File: config.mk
export PLATFORM = sky130hd
export DESIGN_NAME = sha256_stream_hasher
export DESIGN_NICKNAME = d
export VERILOG_FILES = /design/src/sv/sha_pkg.sv /design/src/sv/sha256_stream_hasher.sv /design/src/sv/sha_datapath.sv /design/src/sv/sha_ctrl.sv
export SDC_FILE = /design/constraint.sdc
export NUM_CORES = 2
export LEC_CHECK = 0
export ABC_CLOCK_PERIOD_IN_PS = 20500
export BUFFER_PORTS_ARGS = -buffer_cell sky130_fd_sc_hd__buf_2
export CAP_MARGIN = 0
export CORE_MARGIN = 4
export CORE_UTILIZATION = 29
export DETAILED_ROUTE_END_ITERATION = 8
export GPL_TIMING_DRIVEN = 0
export SLEW_MARGIN = 40
export SYNTH_ARGS = -nofsm -noshare
export SYNTH_HDL_FRONTEND = slang
export SYNTH_SLANG_ARGS = --single-unit
File: constraint.sdc
create_clock -name clk -period 20.5 [get_ports clk]
set_input_delay 4.1 -clock clk [delete_from_list [all_inputs] [get_ports clk]]
set_output_delay 4.1 -clock clk [all_outputs]
set_load 0.02 [all_outputs]
File: src/sv/sha_pkg.sv
// ----------------------------------------------------------------------------
// sha_pkg: shared types and constants for the SHA-256 stream hasher
// Round constants, initial hash values, controller states and commands.
// ----------------------------------------------------------------------------
package sha_pkg;

  localparam logic [31:0] ROUND_K [64] = '{
    32'h428a2f98, 32'h71374491, 32'hb5c0fbcf, 32'he9b5dba5,
    32'h3956c25b, 32'h59f111f1, 32'h923f82a4, 32'hab1c5ed5,
    32'hd807aa98, 32'h12835b01, 32'h243185be, 32'h550c7dc3,
    32'h72be5d74, 32'h80deb1fe, 32'h9bdc06a7, 32'hc19bf174,
    32'he49b69c1, 32'hefbe4786, 32'h0fc19dc6, 32'h240ca1cc,
    32'h2de92c6f, 32'h4a7484aa, 32'h5cb0a9dc, 32'h76f988da,
    32'h983e5152, 32'ha831c66d, 32'hb00327c8, 32'hbf597fc7,
    32'hc6e00bf3, 32'hd5a79147, 32'h06ca6351, 32'h14292967,
    32'h27b70a85, 32'h2e1b2138, 32'h4d2c6dfc, 32'h53380d13,
    32'h650a7354, 32'h766a0abb, 32'h81c2c92e, 32'h92722c85,
    32'ha2bfe8a1, 32'ha81a664b, 32'hc24b8b70, 32'hc76c51a3,
    32'hd192e819, 32'hd6990624, 32'hf40e3585, 32'h106aa070,
    32'h19a4c116, 32'h1e376c08, 32'h2748774c, 32'h34b0bcb5,
    32'h391c0cb3, 32'h4ed8aa4a, 32'h5b9cca4f, 32'h682e6ff3,
    32'h748f82ee, 32'h78a5636f, 32'h84c87814, 32'h8cc70208,
    32'h90befffa, 32'ha4506ceb, 32'hbef9a3f7, 32'hc67178f2
  };

  localparam logic [31:0] INIT_H [8] = '{
    32'h6a09e667, 32'hbb67ae85, 32'h3c6ef372, 32'ha54ff53a,
    32'h510e527f, 32'h9b05688c, 32'h1f83d9ab, 32'h5be0cd19
  };

  localparam logic [7:0] PAD_BYTE = 8'h80;
  localparam logic [5:0] LEN_POS  = 6'd56;

  typedef enum logic [2:0] {
    ST_IDLE, ST_PAD, ST_PAD2, ST_LOAD, ST_ROUND, ST_FOLD, ST_EMIT
  } state_t;

  // controller -> datapath
  typedef struct packed {
    logic       take_byte;   // store input byte, bump count
    logic       pad_first;   // pad the current block in place
    logic       pad_second;  // zero block carrying only the length
    logic       load;        // copy chain words into a..h
    logic       round;       // one compression round
    logic       fold;        // chain += a..h
    logic       restart;     // chain and count back to initial
  } cmd_t;

  // datapath -> controller
  typedef struct packed {
    logic       pos_last;    // next byte fills the block
    logic       len_fits;    // length fits after 0x80 in this block
    logic       last_round;
  } stat_t;

  function automatic logic [31:0] rotr(input logic [31:0] x, input int n);
    rotr = (x >> n) | (x << (32 - n));
  endfunction

endpackage

File: src/sv/sha256_stream_hasher.sv
// A byte that fills a block holds off input while it is compressed (load, 64 rounds, fold).
// End of message: each padding block takes pad, load, 64 rounds and fold; there are two
// blocks when fewer than 9 bytes are free in the block. Then 8 digest words follow,
// one per cycle while m_tready is high. Other bytes are taken one per cycle.
// Reset (rst, synchronous) restores initial hash values and clears the count.
// ----------------------------------------------------------------------------
// sha256_stream_hasher: streaming SHA-256, one byte per input word
// ----------------------------------------------------------------------------
module sha256_stream_hasher (
  input  logic        clk,
  input  logic        rst,
  input  logic        s_tvalid,
  output logic        s_tready,
  input  logic [7:0]  s_tdata,   // msg_byte
  input  logic        s_tuser,   // byte_present
  input  logic        s_tlast,   // end_of_message
  output logic        m_tvalid,
  input  logic        m_tready,
  output logic [39:0] m_tdata,   // digest_word[31:0], word_index[34:32], zero pad
  output logic        m_tlast    // last_word
);
  import sha_pkg::*;

  cmd_t  cmd;
  stat_t stat;
  logic [2:0]  sel;
  logic [31:0] word;

  sha_ctrl u_ctrl (
    .clk, .rst, .in_valid(s_tvalid), .in_present(s_tuser), .in_end(s_tlast),
    .in_ready(s_tready), .out_valid(m_tvalid), .out_ready(m_tready),
    .out_sel(sel), .stat, .cmd
  );

  sha_datapath u_dp (
    .clk, .rst, .cmd, .in_byte(s_tdata), .out_sel(sel), .stat, .out_word(word)
  );

  assign m_tdata = {5'd0, sel, word};
  assign m_tlast = (sel == 3'd7);

endmodule

File: src/sv/sha_datapath.sv
// ----------------------------------------------------------------------------
// sha_datapath: block buffer, schedule, round logic and chaining words
// One round per cycle; the block doubles as the rolling schedule window.
// ----------------------------------------------------------------------------
module sha_datapath (
  input  logic          clk,
  input  logic          rst,
  input  sha_pkg::cmd_t cmd,
  input  logic [7:0]    in_byte,
  input  logic [2:0]    out_sel,
  output sha_pkg::stat_t stat,
  output logic [31:0]   out_word
);
  import sha_pkg::*;

  logic [60:0] byte_count;
  logic [63:0] bit_len;
  logic [5:0]  pos;
  logic        len_fits;
  logic [31:0] chain [8];
  logic [31:0] w [16];      // w[0] is the word used by the current round
  logic [31:0] w_pad [16];
  logic [31:0] v [8];
  logic [5:0]  rnd;

  logic [31:0] w_new, s0, s1, t1, t2, e, a;
  logic [31:0] part_word;

  assign pos      = byte_count[5:0];
  assign bit_len  = {byte_count, 3'd0};
  assign len_fits = (pos < LEN_POS);

  always_comb begin
    s1    = rotr(w[14], 17) ^ rotr(w[14], 19) ^ (w[14] >> 10);
    s0    = rotr(w[1], 7) ^ rotr(w[1], 18) ^ (w[1] >> 3);
    w_new = s1 + w[9] + s0 + w[0];
    a  = v[0];
    e  = v[4];
    t1 = v[7] + (rotr(e, 6) ^ rotr(e, 11) ^ rotr(e, 25)) +
         ((e & v[5]) ^ (~e & v[6])) + ROUND_K[rnd] + w[0];
    t2 = (rotr(a, 2) ^ rotr(a, 13) ^ rotr(a, 22)) +
         ((a & v[1]) ^ (a & v[2]) ^ (v[1] & v[2]));
  end

  // word holding the first pad position: bytes taken so far, 0x80, zeros
  always_comb begin
    case (pos[1:0])
      2'd0: part_word = {PAD_BYTE, 24'd0};
      2'd1: part_word = {w[pos[5:2]][31:24], PAD_BYTE, 16'd0};
      2'd2: part_word = {w[pos[5:2]][31:16], PAD_BYTE, 8'd0};
      default: part_word = {w[pos[5:2]][31:8], PAD_BYTE};
    endcase
  end

  always_comb begin
    for (int i = 0; i < 16; i++) begin
      if (cmd.pad_second || 4'(i) > pos[5:2]) w_pad[i] = 32'd0;
      else if (4'(i) == pos[5:2]) w_pad[i] = part_word;
      else w_pad[i] = w[i];
    end
    if (cmd.pad_second || len_fits) begin
      w_pad[14] = bit_len[63:32];
      w_pad[15] = bit_len[31:0];
    end
  end

  always_ff @(posedge clk) begin
    if (rst) begin
      byte_count <= '0;
      rnd        <= '0;
      for (int j = 0; j < 8; j++) chain[j] <= INIT_H[j];
    end else begin
      if (cmd.take_byte) byte_count <= byte_count + 61'd1;
      else if (cmd.restart) byte_count <= '0;

      if (cmd.take_byte) begin
        w[pos[5:2]][{~pos[1:0], 3'd0} +: 8] <= in_byte;
      end else if (cmd.pad_first || cmd.pad_second) begin
        for (int j = 0; j < 16; j++) w[j] <= w_pad[j];
      end else if (cmd.round) begin
        for (int j = 0; j < 15; j++) w[j] <= w[j+1];
        w[15] <= w_new;
      end

      if (cmd.load) begin
        for (int j = 0; j < 8; j++) v[j] <= chain[j];
        rnd <= '0;
      end else if (cmd.round) begin
        for (int j = 1; j < 8; j++) begin
          if (j == 4) v[j] <= v[3] + t1;
          else v[j] <= v[j-1];
        end
        v[0] <= t1 + t2;
        rnd  <= rnd + 6'd1;
      end

      if (cmd.fold) begin
        for (int j = 0; j < 8; j++) chain[j] <= chain[j] + v[j];
      end else if (cmd.restart) begin
        for (int j = 0; j < 8; j++) chain[j] <= INIT_H[j];
      end
    end
  end

  assign stat.pos_last   = (pos == 6'd63);
  assign stat.len_fits   = len_fits;
  assign stat.last_round = (rnd == 6'd63);
  assign out_word        = chain[out_sel];

endmodule

File: src/sv/sha_ctrl.sv
// ----------------------------------------------------------------------------
// sha_ctrl: sequencer for byte intake, padding, compression and digest output
// ----------------------------------------------------------------------------
module sha_ctrl (
  input  logic           clk,
  input  logic           rst,
  input  logic           in_valid,
  input  logic           in_present,
  input  logic           in_end,
  output logic           in_ready,
  output logic           out_valid,
  input  logic           out_ready,
  output logic [2:0]     out_sel,
  input  sha_pkg::stat_t stat,
  output sha_pkg::cmd_t  cmd
);
  import sha_pkg::*;

  state_t state, state_next;
  logic   ending, ending_next;       // message closes after current compress
  logic   padding, padding_next;     // compress belongs to padding
  logic   two_block, two_block_next; // length block still to come
  logic [2:0] sel, sel_next;
  logic   in_acc;

  assign in_acc = in_valid && in_ready;

  always_comb begin
    state_next     = state;
    ending_next    = ending;
    padding_next   = padding;
    two_block_next = two_block;
    sel_next       = sel;
    case (state)
      ST_IDLE: begin
        if (in_acc) begin
          if (in_present && stat.pos_last) begin
            ending_next = in_end;
            state_next  = ST_LOAD;
          end else if (in_end) begin
            state_next  = ST_PAD;
          end
        end
      end
      ST_PAD: begin
        padding_next   = 1'b1;
        two_block_next = !stat.len_fits;
        state_next     = ST_LOAD;
      end
      ST_PAD2: begin
        two_block_next = 1'b0;
        state_next     = ST_LOAD;
      end
      ST_LOAD: state_next = ST_ROUND;
      ST_ROUND: if (stat.last_round) state_next = ST_FOLD;
      ST_FOLD: begin
        if (padding && two_block) state_next = ST_PAD2;
        else if (padding) begin
          state_next = ST_EMIT;
          sel_next   = 3'd0;
        end else if (ending) state_next = ST_PAD;
        else state_next = ST_IDLE;
      end
      ST_EMIT: begin
        if (out_ready) begin
          sel_next = sel + 3'd1;
          if (sel == 3'd7) begin
            state_next   = ST_IDLE;
            ending_next  = 1'b0;
            padding_next = 1'b0;
          end
        end
      end
      default: state_next = ST_IDLE;
    endcase
  end

  always_comb begin
    cmd = '0;
    in_ready       = (state == ST_IDLE);
    out_valid      = (state == ST_EMIT);
    cmd.take_byte  = (state == ST_IDLE) && in_valid && in_present;
    cmd.pad_first  = (state == ST_PAD);
    cmd.pad_second = (state == ST_PAD2);
    cmd.load       = (state == ST_LOAD);
    cmd.round      = (state == ST_ROUND);
    cmd.fold       = (state == ST_FOLD);
    cmd.restart    = (state == ST_EMIT) && out_ready && (sel == 3'd7);
  end
  assign out_sel = sel;

  always_ff @(posedge clk) begin
    if (rst) begin
      state     <= ST_IDLE;
      ending    <= 1'b0;
      padding   <= 1'b0;
      two_block <= 1'b0;
      sel       <= '0;
    end else begin
      state     <= state_next;
      ending    <= ending_next;
      padding   <= padding_next;
      two_block <= two_block_next;
      sel       <= sel_next;
    end
  end

endmodule

# Yosys cells after proc, flatten, opt, wreduce, memory -nomap -nowiden
# Memories as Yosys holds them, arrays and structs flattened. A register that Yosys moved wholly into a read port is not among the register bits.
# Cells that the tools add are included.
dict set report classes {
  addsub 22
  n_lt_le_gt_ge 18
  n_eq_ne 34
  shift 2
  mux 133
  n_bitwise 69
  n_reduce_logical 40
}
# operator count
set op_table {}
lappend op_table {{32-bit two-way mux} 77}
lappend op_table {{32-bit adder} 18}
lappend op_table {{32-bit bitwise XOR} 9}
lappend op_table {{32-bit bitwise AND} 5}
lappend op_table {{61-bit two-way mux} 2}
lappend op_table {{32-bit one-hot mux with 3 select lines} 1}
lappend op_table {{64-bit two-way mux} 1}
lappend op_table {{61-bit by 1-bit adder with 61-bit output (second input constant)} 1}
lappend op_table {{1-bit bitwise OR} 40}
lappend op_table {{3-bit two-way mux} 13}
lappend op_table {{4-bit == test (first input constant)} 8}
lappend op_table {{4-bit > comparator (first input constant)} 8}
lappend op_table {{32-bit inverter} 1}
lappend op_table {{10-bit by 32-bit bitwise OR with 32-bit output} 1}
lappend op_table {{13-bit by 32-bit bitwise OR with 32-bit output} 1}
lappend op_table {{14-bit by 32-bit bitwise OR with 32-bit output} 1}
lappend op_table {{15-bit by 32-bit bitwise OR with 32-bit output} 1}
lappend op_table {{19-bit by 32-bit bitwise OR with 32-bit output} 1}
lappend op_table {{21-bit by 32-bit bitwise OR with 32-bit output} 1}
lappend op_table {{25-bit by 32-bit bitwise OR with 32-bit output} 1}
lappend op_table {{26-bit by 32-bit bitwise OR with 32-bit output} 1}
lappend op_table {{30-bit by 32-bit bitwise OR with 32-bit output} 1}
lappend op_table {{7-bit by 32-bit bitwise OR with 32-bit output} 1}
lappend op_table {{32-bit OR reduction} 1}
lappend op_table {{42 further kinds} 123}
dict set report totals {
  regBits 76
  ram_bits 1024
  rom_bits 2048
  in_bits 14
  out_inout_bits 43
  elab_cells 329
  memories 4
}
# name depth width read_ports rd_clocked_by_memory_dff write_ports line_no
set memory_table {}
lappend memory_table {{(no name shown)} 64 32 1 0 0 sha_datapath.sv:40} ;# ((e & v[5]) ^ (~e & v[6])) + ROUND_K[rnd] + w[0];
lappend memory_table {u_dp.w 16 32 17 1 16 sha_datapath.sv:21} ;# logic [31:0] w [16];
lappend memory_table {u_dp.chain 8 32 9 1 8 sha_datapath.sv:20} ;# logic [31:0] chain [8];
lappend memory_table {u_dp.v 8 32 8 0 8 sha_datapath.sv:23} ;# logic [31:0] v [8];

# Longest topological paths before layout
# An unclocked memory read counts as a cell.
dict set report depth {
  word_depth 10
  depth_mapped 42
}

# Hierarchy
# A second synthesis with hierarchy kept.
dict set report unflattened {
  hier_cells 7760
  area_unflattened_um2 78296.3
}
# mod n_inst cells_each area_per_inst_um2
set modules_own_cells {}
lappend modules_own_cells {sha_datapath 1 7682 77687.0}
lappend modules_own_cells {sha_ctrl 1 71 561.8}
lappend modules_own_cells {sha256_stream_hasher 1 7 47.5}

# Worst setup path after synthesis
# OpenSTA, ideal clock, no wires.
dict set report synth_path {
  path_kind {input -> register}
  startpoint {input port rst}
  endpoint {memory u_dp.v[0][0] (enable)}
  setup_ns 0.959
  arrival_ns 16.990
  path_slack_ns 2.551
  cell_stages 4
  path_buffers 3
  cell_sequence {clkbuf_1 -> clkbuf_1 -> clkbuf_1 -> a21oi_1}
}
# item line_no
set synth_lines {}
lappend synth_lines {{start, declared} sha256_stream_hasher.sv:11} ;# input logic rst,
lappend synth_lines {{end, declared} sha_datapath.sv:23}

==> results.sh <==
export IMPL_cp_slowest_cell="a21oi_1"
export IMPL_setup_violations=0
export IMPL_ys_warn_count=0
export IMPL_post_cts_setup_buffers=0
export IMPL_ios=57
export IMPL_grt_pass1_wl_mm=500
export IMPL_synth_largest_area_cell="edfxtp_1"
export IMPL_setup_ws_ns=8.50
export IMPL_ant_nets=0
export IMPL_synth_distinct_cells=89
export IMPL_seq_area_frac_synth_pct=39.9
export IMPL_vias=68700
export IMPL_drive_gt1_share_pct=11.1
export IMPL_peakVddDrop_mv=0.139
export IMPL_clock_root_buffer="clkbuf_16"
export IMPL_fp_coreArea_sq_um=268000
export IMPL_cts_resized_gates=0
export IMPL_rsz0062_at_grt="false"
export IMPL_drc_errors=0
export IMPL_power_mw=10.6
export IMPL_first_global_vias=65500
export IMPL_worst_slew_pin_slew_ns=0.986
export IMPL_fp_dieArea_sq_um=277000
export IMPL_clk_transition_reported_paths_ns=0.06
export IMPL_htree_levels=4
export IMPL_worstSetupEndpointType="register"
export IMPL_hold_path_class="register to register"
export IMPL_cts_sinks=1107
export IMPL_fmax_mhz=83.3
export IMPL_wl_mm=361
export IMPL_clock_skew_final_ns=0.0572
export IMPL_period_share_pct=58.6
export IMPL_worstPathRequired_ns=21.17
export IMPL_p_per_area_nw_per_um2=119
export IMPL_portBuffers=51
export IMPL_critPathMaxFanout=11
export IMPL_multi_input_area_sq_um=44200
export IMPL_final_util_pct=33.1
export IMPL_ys_flop_type="edfxtp_1"
export IMPL_path_class="register to register"
export IMPL_hold_viol_final=0
export IMPL_die_y_microns=527
export IMPL_dp_hpwl_mm=287
export IMPL_ys_top_cells_by_count="nand2_1, edfxtp_1, o21ai_0, a21oi_1, clkbuf_1"
export IMPL_synth_area_sq_um=78000
export IMPL_synth_most_common_cell="nand2_1"
export IMPL_max_stage_delay_ns=0.68
export IMPL_cts_made_buffers=143
export IMPL_avgSynthCellArea_sq_um=10.0
export IMPL_yosysTopAreaCellShare_pct=34.5
export IMPL_period_needed_ns=12.00
export IMPL_grt_use_total_pct=25.0
export IMPL_fillCellCount=27200
export IMPL_holdWs_ns=0.483
export IMPL_grt_max_degree=32
export IMPL_start_util_pct=29.1
export IMPL_area_growth_synth_to_final_pct=13.7
export IMPL_die_w_microns=527
export IMPL_ys_ff_latch=1107
export IMPL_p_leak_nw=33.0
export IMPL_gr_total_overflow=0
export IMPL_wl_per_cell_microns=30.9
export IMPL_tritoncts="yes"
export IMPL_final_nets=8636
export IMPL_slew_viol_final=0
export IMPL_worstPathArrival_ns=12.67
export IMPL_synth_edf_count=896
export IMPL_maxCapViolations=0
export IMPL_synth_area_leaders="edfxtp_1, ha_1, nand2_1"
export IMPL_insertion_delay_ns=0.84
export IMPL_rows=190
export IMPL_antenna_found_initial=17
export IMPL_vias_per_cell=5.88
export IMPL_async_flop_share_pct=0
export IMPL_drtIter0Drc=9158
export IMPL_gp_congestion=1.00
export IMPL_synthCells=7766
export IMPL_pre_cts_ws_ns=8.79
export IMPL_cts_hold_buffers=0
export IMPL_regArea_sq_um=31100
export IMPL_slew_limit_headroom_pct=33.8
export IMPL_clock_path_buffers=4
export IMPL_status="completed"
export IMPL_drt_first_pass_iters=9
export IMPL_critPathLaunchType="register"
-- logic make-up (layout without fill, tap and decap cells) --
family | Yosys count | after routing | synth area share, %
AO/OA/AOI/OAI | 2113 | 2113 | 17.9
other | 1 | 13 | 0.00481
flip-flops | 1107 | 1107 | 39.9
XOR/XNOR | 564 | 564 | 6.35
adder cells (fa/ha/maj) | 614 | 614 | 11.7
buffers and inverters | 833 | 1186 | 4.08
AND/OR/NAND/NOR | 2187 | 2187 | 12.4
multiplexers | 347 | 347 | 7.68
-- worst paths after layout --
kind                startpoint             to  slack, ns  cells after the start
setup / recovery   u_dp.rnd[0]  u_dp.v[0][31]       8.50                     40
hold / removal    u_dp.w[5][4]   u_dp.w[4][4]       0.48                      2
setup reg to reg   u_dp.rnd[0]  u_dp.v[0][31]       8.50                     40
hold reg to reg   u_dp.w[5][4]   u_dp.w[4][4]       0.48                      2
-- layer usage --
| metal | track usage, % | up-vias | part of all wire (%) | wire length [microns] |
|---|---|---|---|---|
| met4 | 14.0 | 4 | 6.8 | 24600 |
| met3 | 5.66 | 871 | 9.8 | 35300 |
| li1 | - | 29200 | - | - |
| met1 | 32.3 | 34600 | 40 | 143000 |
| met2 | 38.7 | 4040 | 44 | 158000 |
| met5 | 0 | - | 0.0075 | 27 |
-- report_power, final --
group          switching, mW  total, mW  internal [mW]
registers              0.186       2.82           2.64
clock network           1.06       2.48           1.41
logic                   3.35       5.28           1.92
total                   4.60       10.6           5.98
-- worst max-delay path, delay by kind of cell, from the launching register on --
| family | cells | cell delay [ns] |
|---|---|---|
| buffers and inverters | 8 | 2.24 |
| adders and majority gates | 7 | 3.06 |
| and+or+nand+nor | 7 | 1.20 |
| xor gates and xnor gates | 2 | 0.65 |
| AOI/OAI and AO/OA | 16 | 4.16 |
| DFF | 1 | 0.52 |
-- cell type report --
type	count	area share [%]
antenna	8	0.0226
buffer	516	2.41
clock buffer	173	4.23
clock inverter	64	0.656
inverter	317	1.34
multi-input combinational	5830	49.8
sequential	1107	35.1
tap	3552	5.01
timing repair buffer	116	1.40
-- layout by cell type (no fill, tap or decap), types with 145 or more instances in the layout --
cell,instances
a21o_1,179
a21oi_1,445
a221o_1,178
a22oi_1,199
clkbuf_1,369
clkbuf_16,145
dfxtp_1,211
edfxtp_1,896
fa_1,195
ha_1,396
inv_1,313
mux4_2,190
nand2_1,1170
nor2_1,372
o21ai_0,510
xnor2_1,377
xor2_1,182
-- flip-flops by register name (all words and copies together), names as in the netlist, named ones only --
register          cells
u_dp.byte_count      61
u_dp.rnd              6
u_dp.chain          256
u_dp.v              256
u_ctrl.ending         1
u_ctrl.out_sel        3
u_dp.w              512
u_ctrl.state          3
u_ctrl.two_block      1
u_ctrl.padding        1
-- stage by stage --
step | TNS, ns | cells | instance area (sq um)
floorplan | 0 | 7770 | 78000
global placement | -1738.76 | 11400 | 82700
detailed placement | 0 | 11400 | 84200
CTS | 0 | 11700 | 88600
global route | 0 | 11700 | 88700
finish | 0 | 11700 | 88700
(Power assumes the default switching activity.)
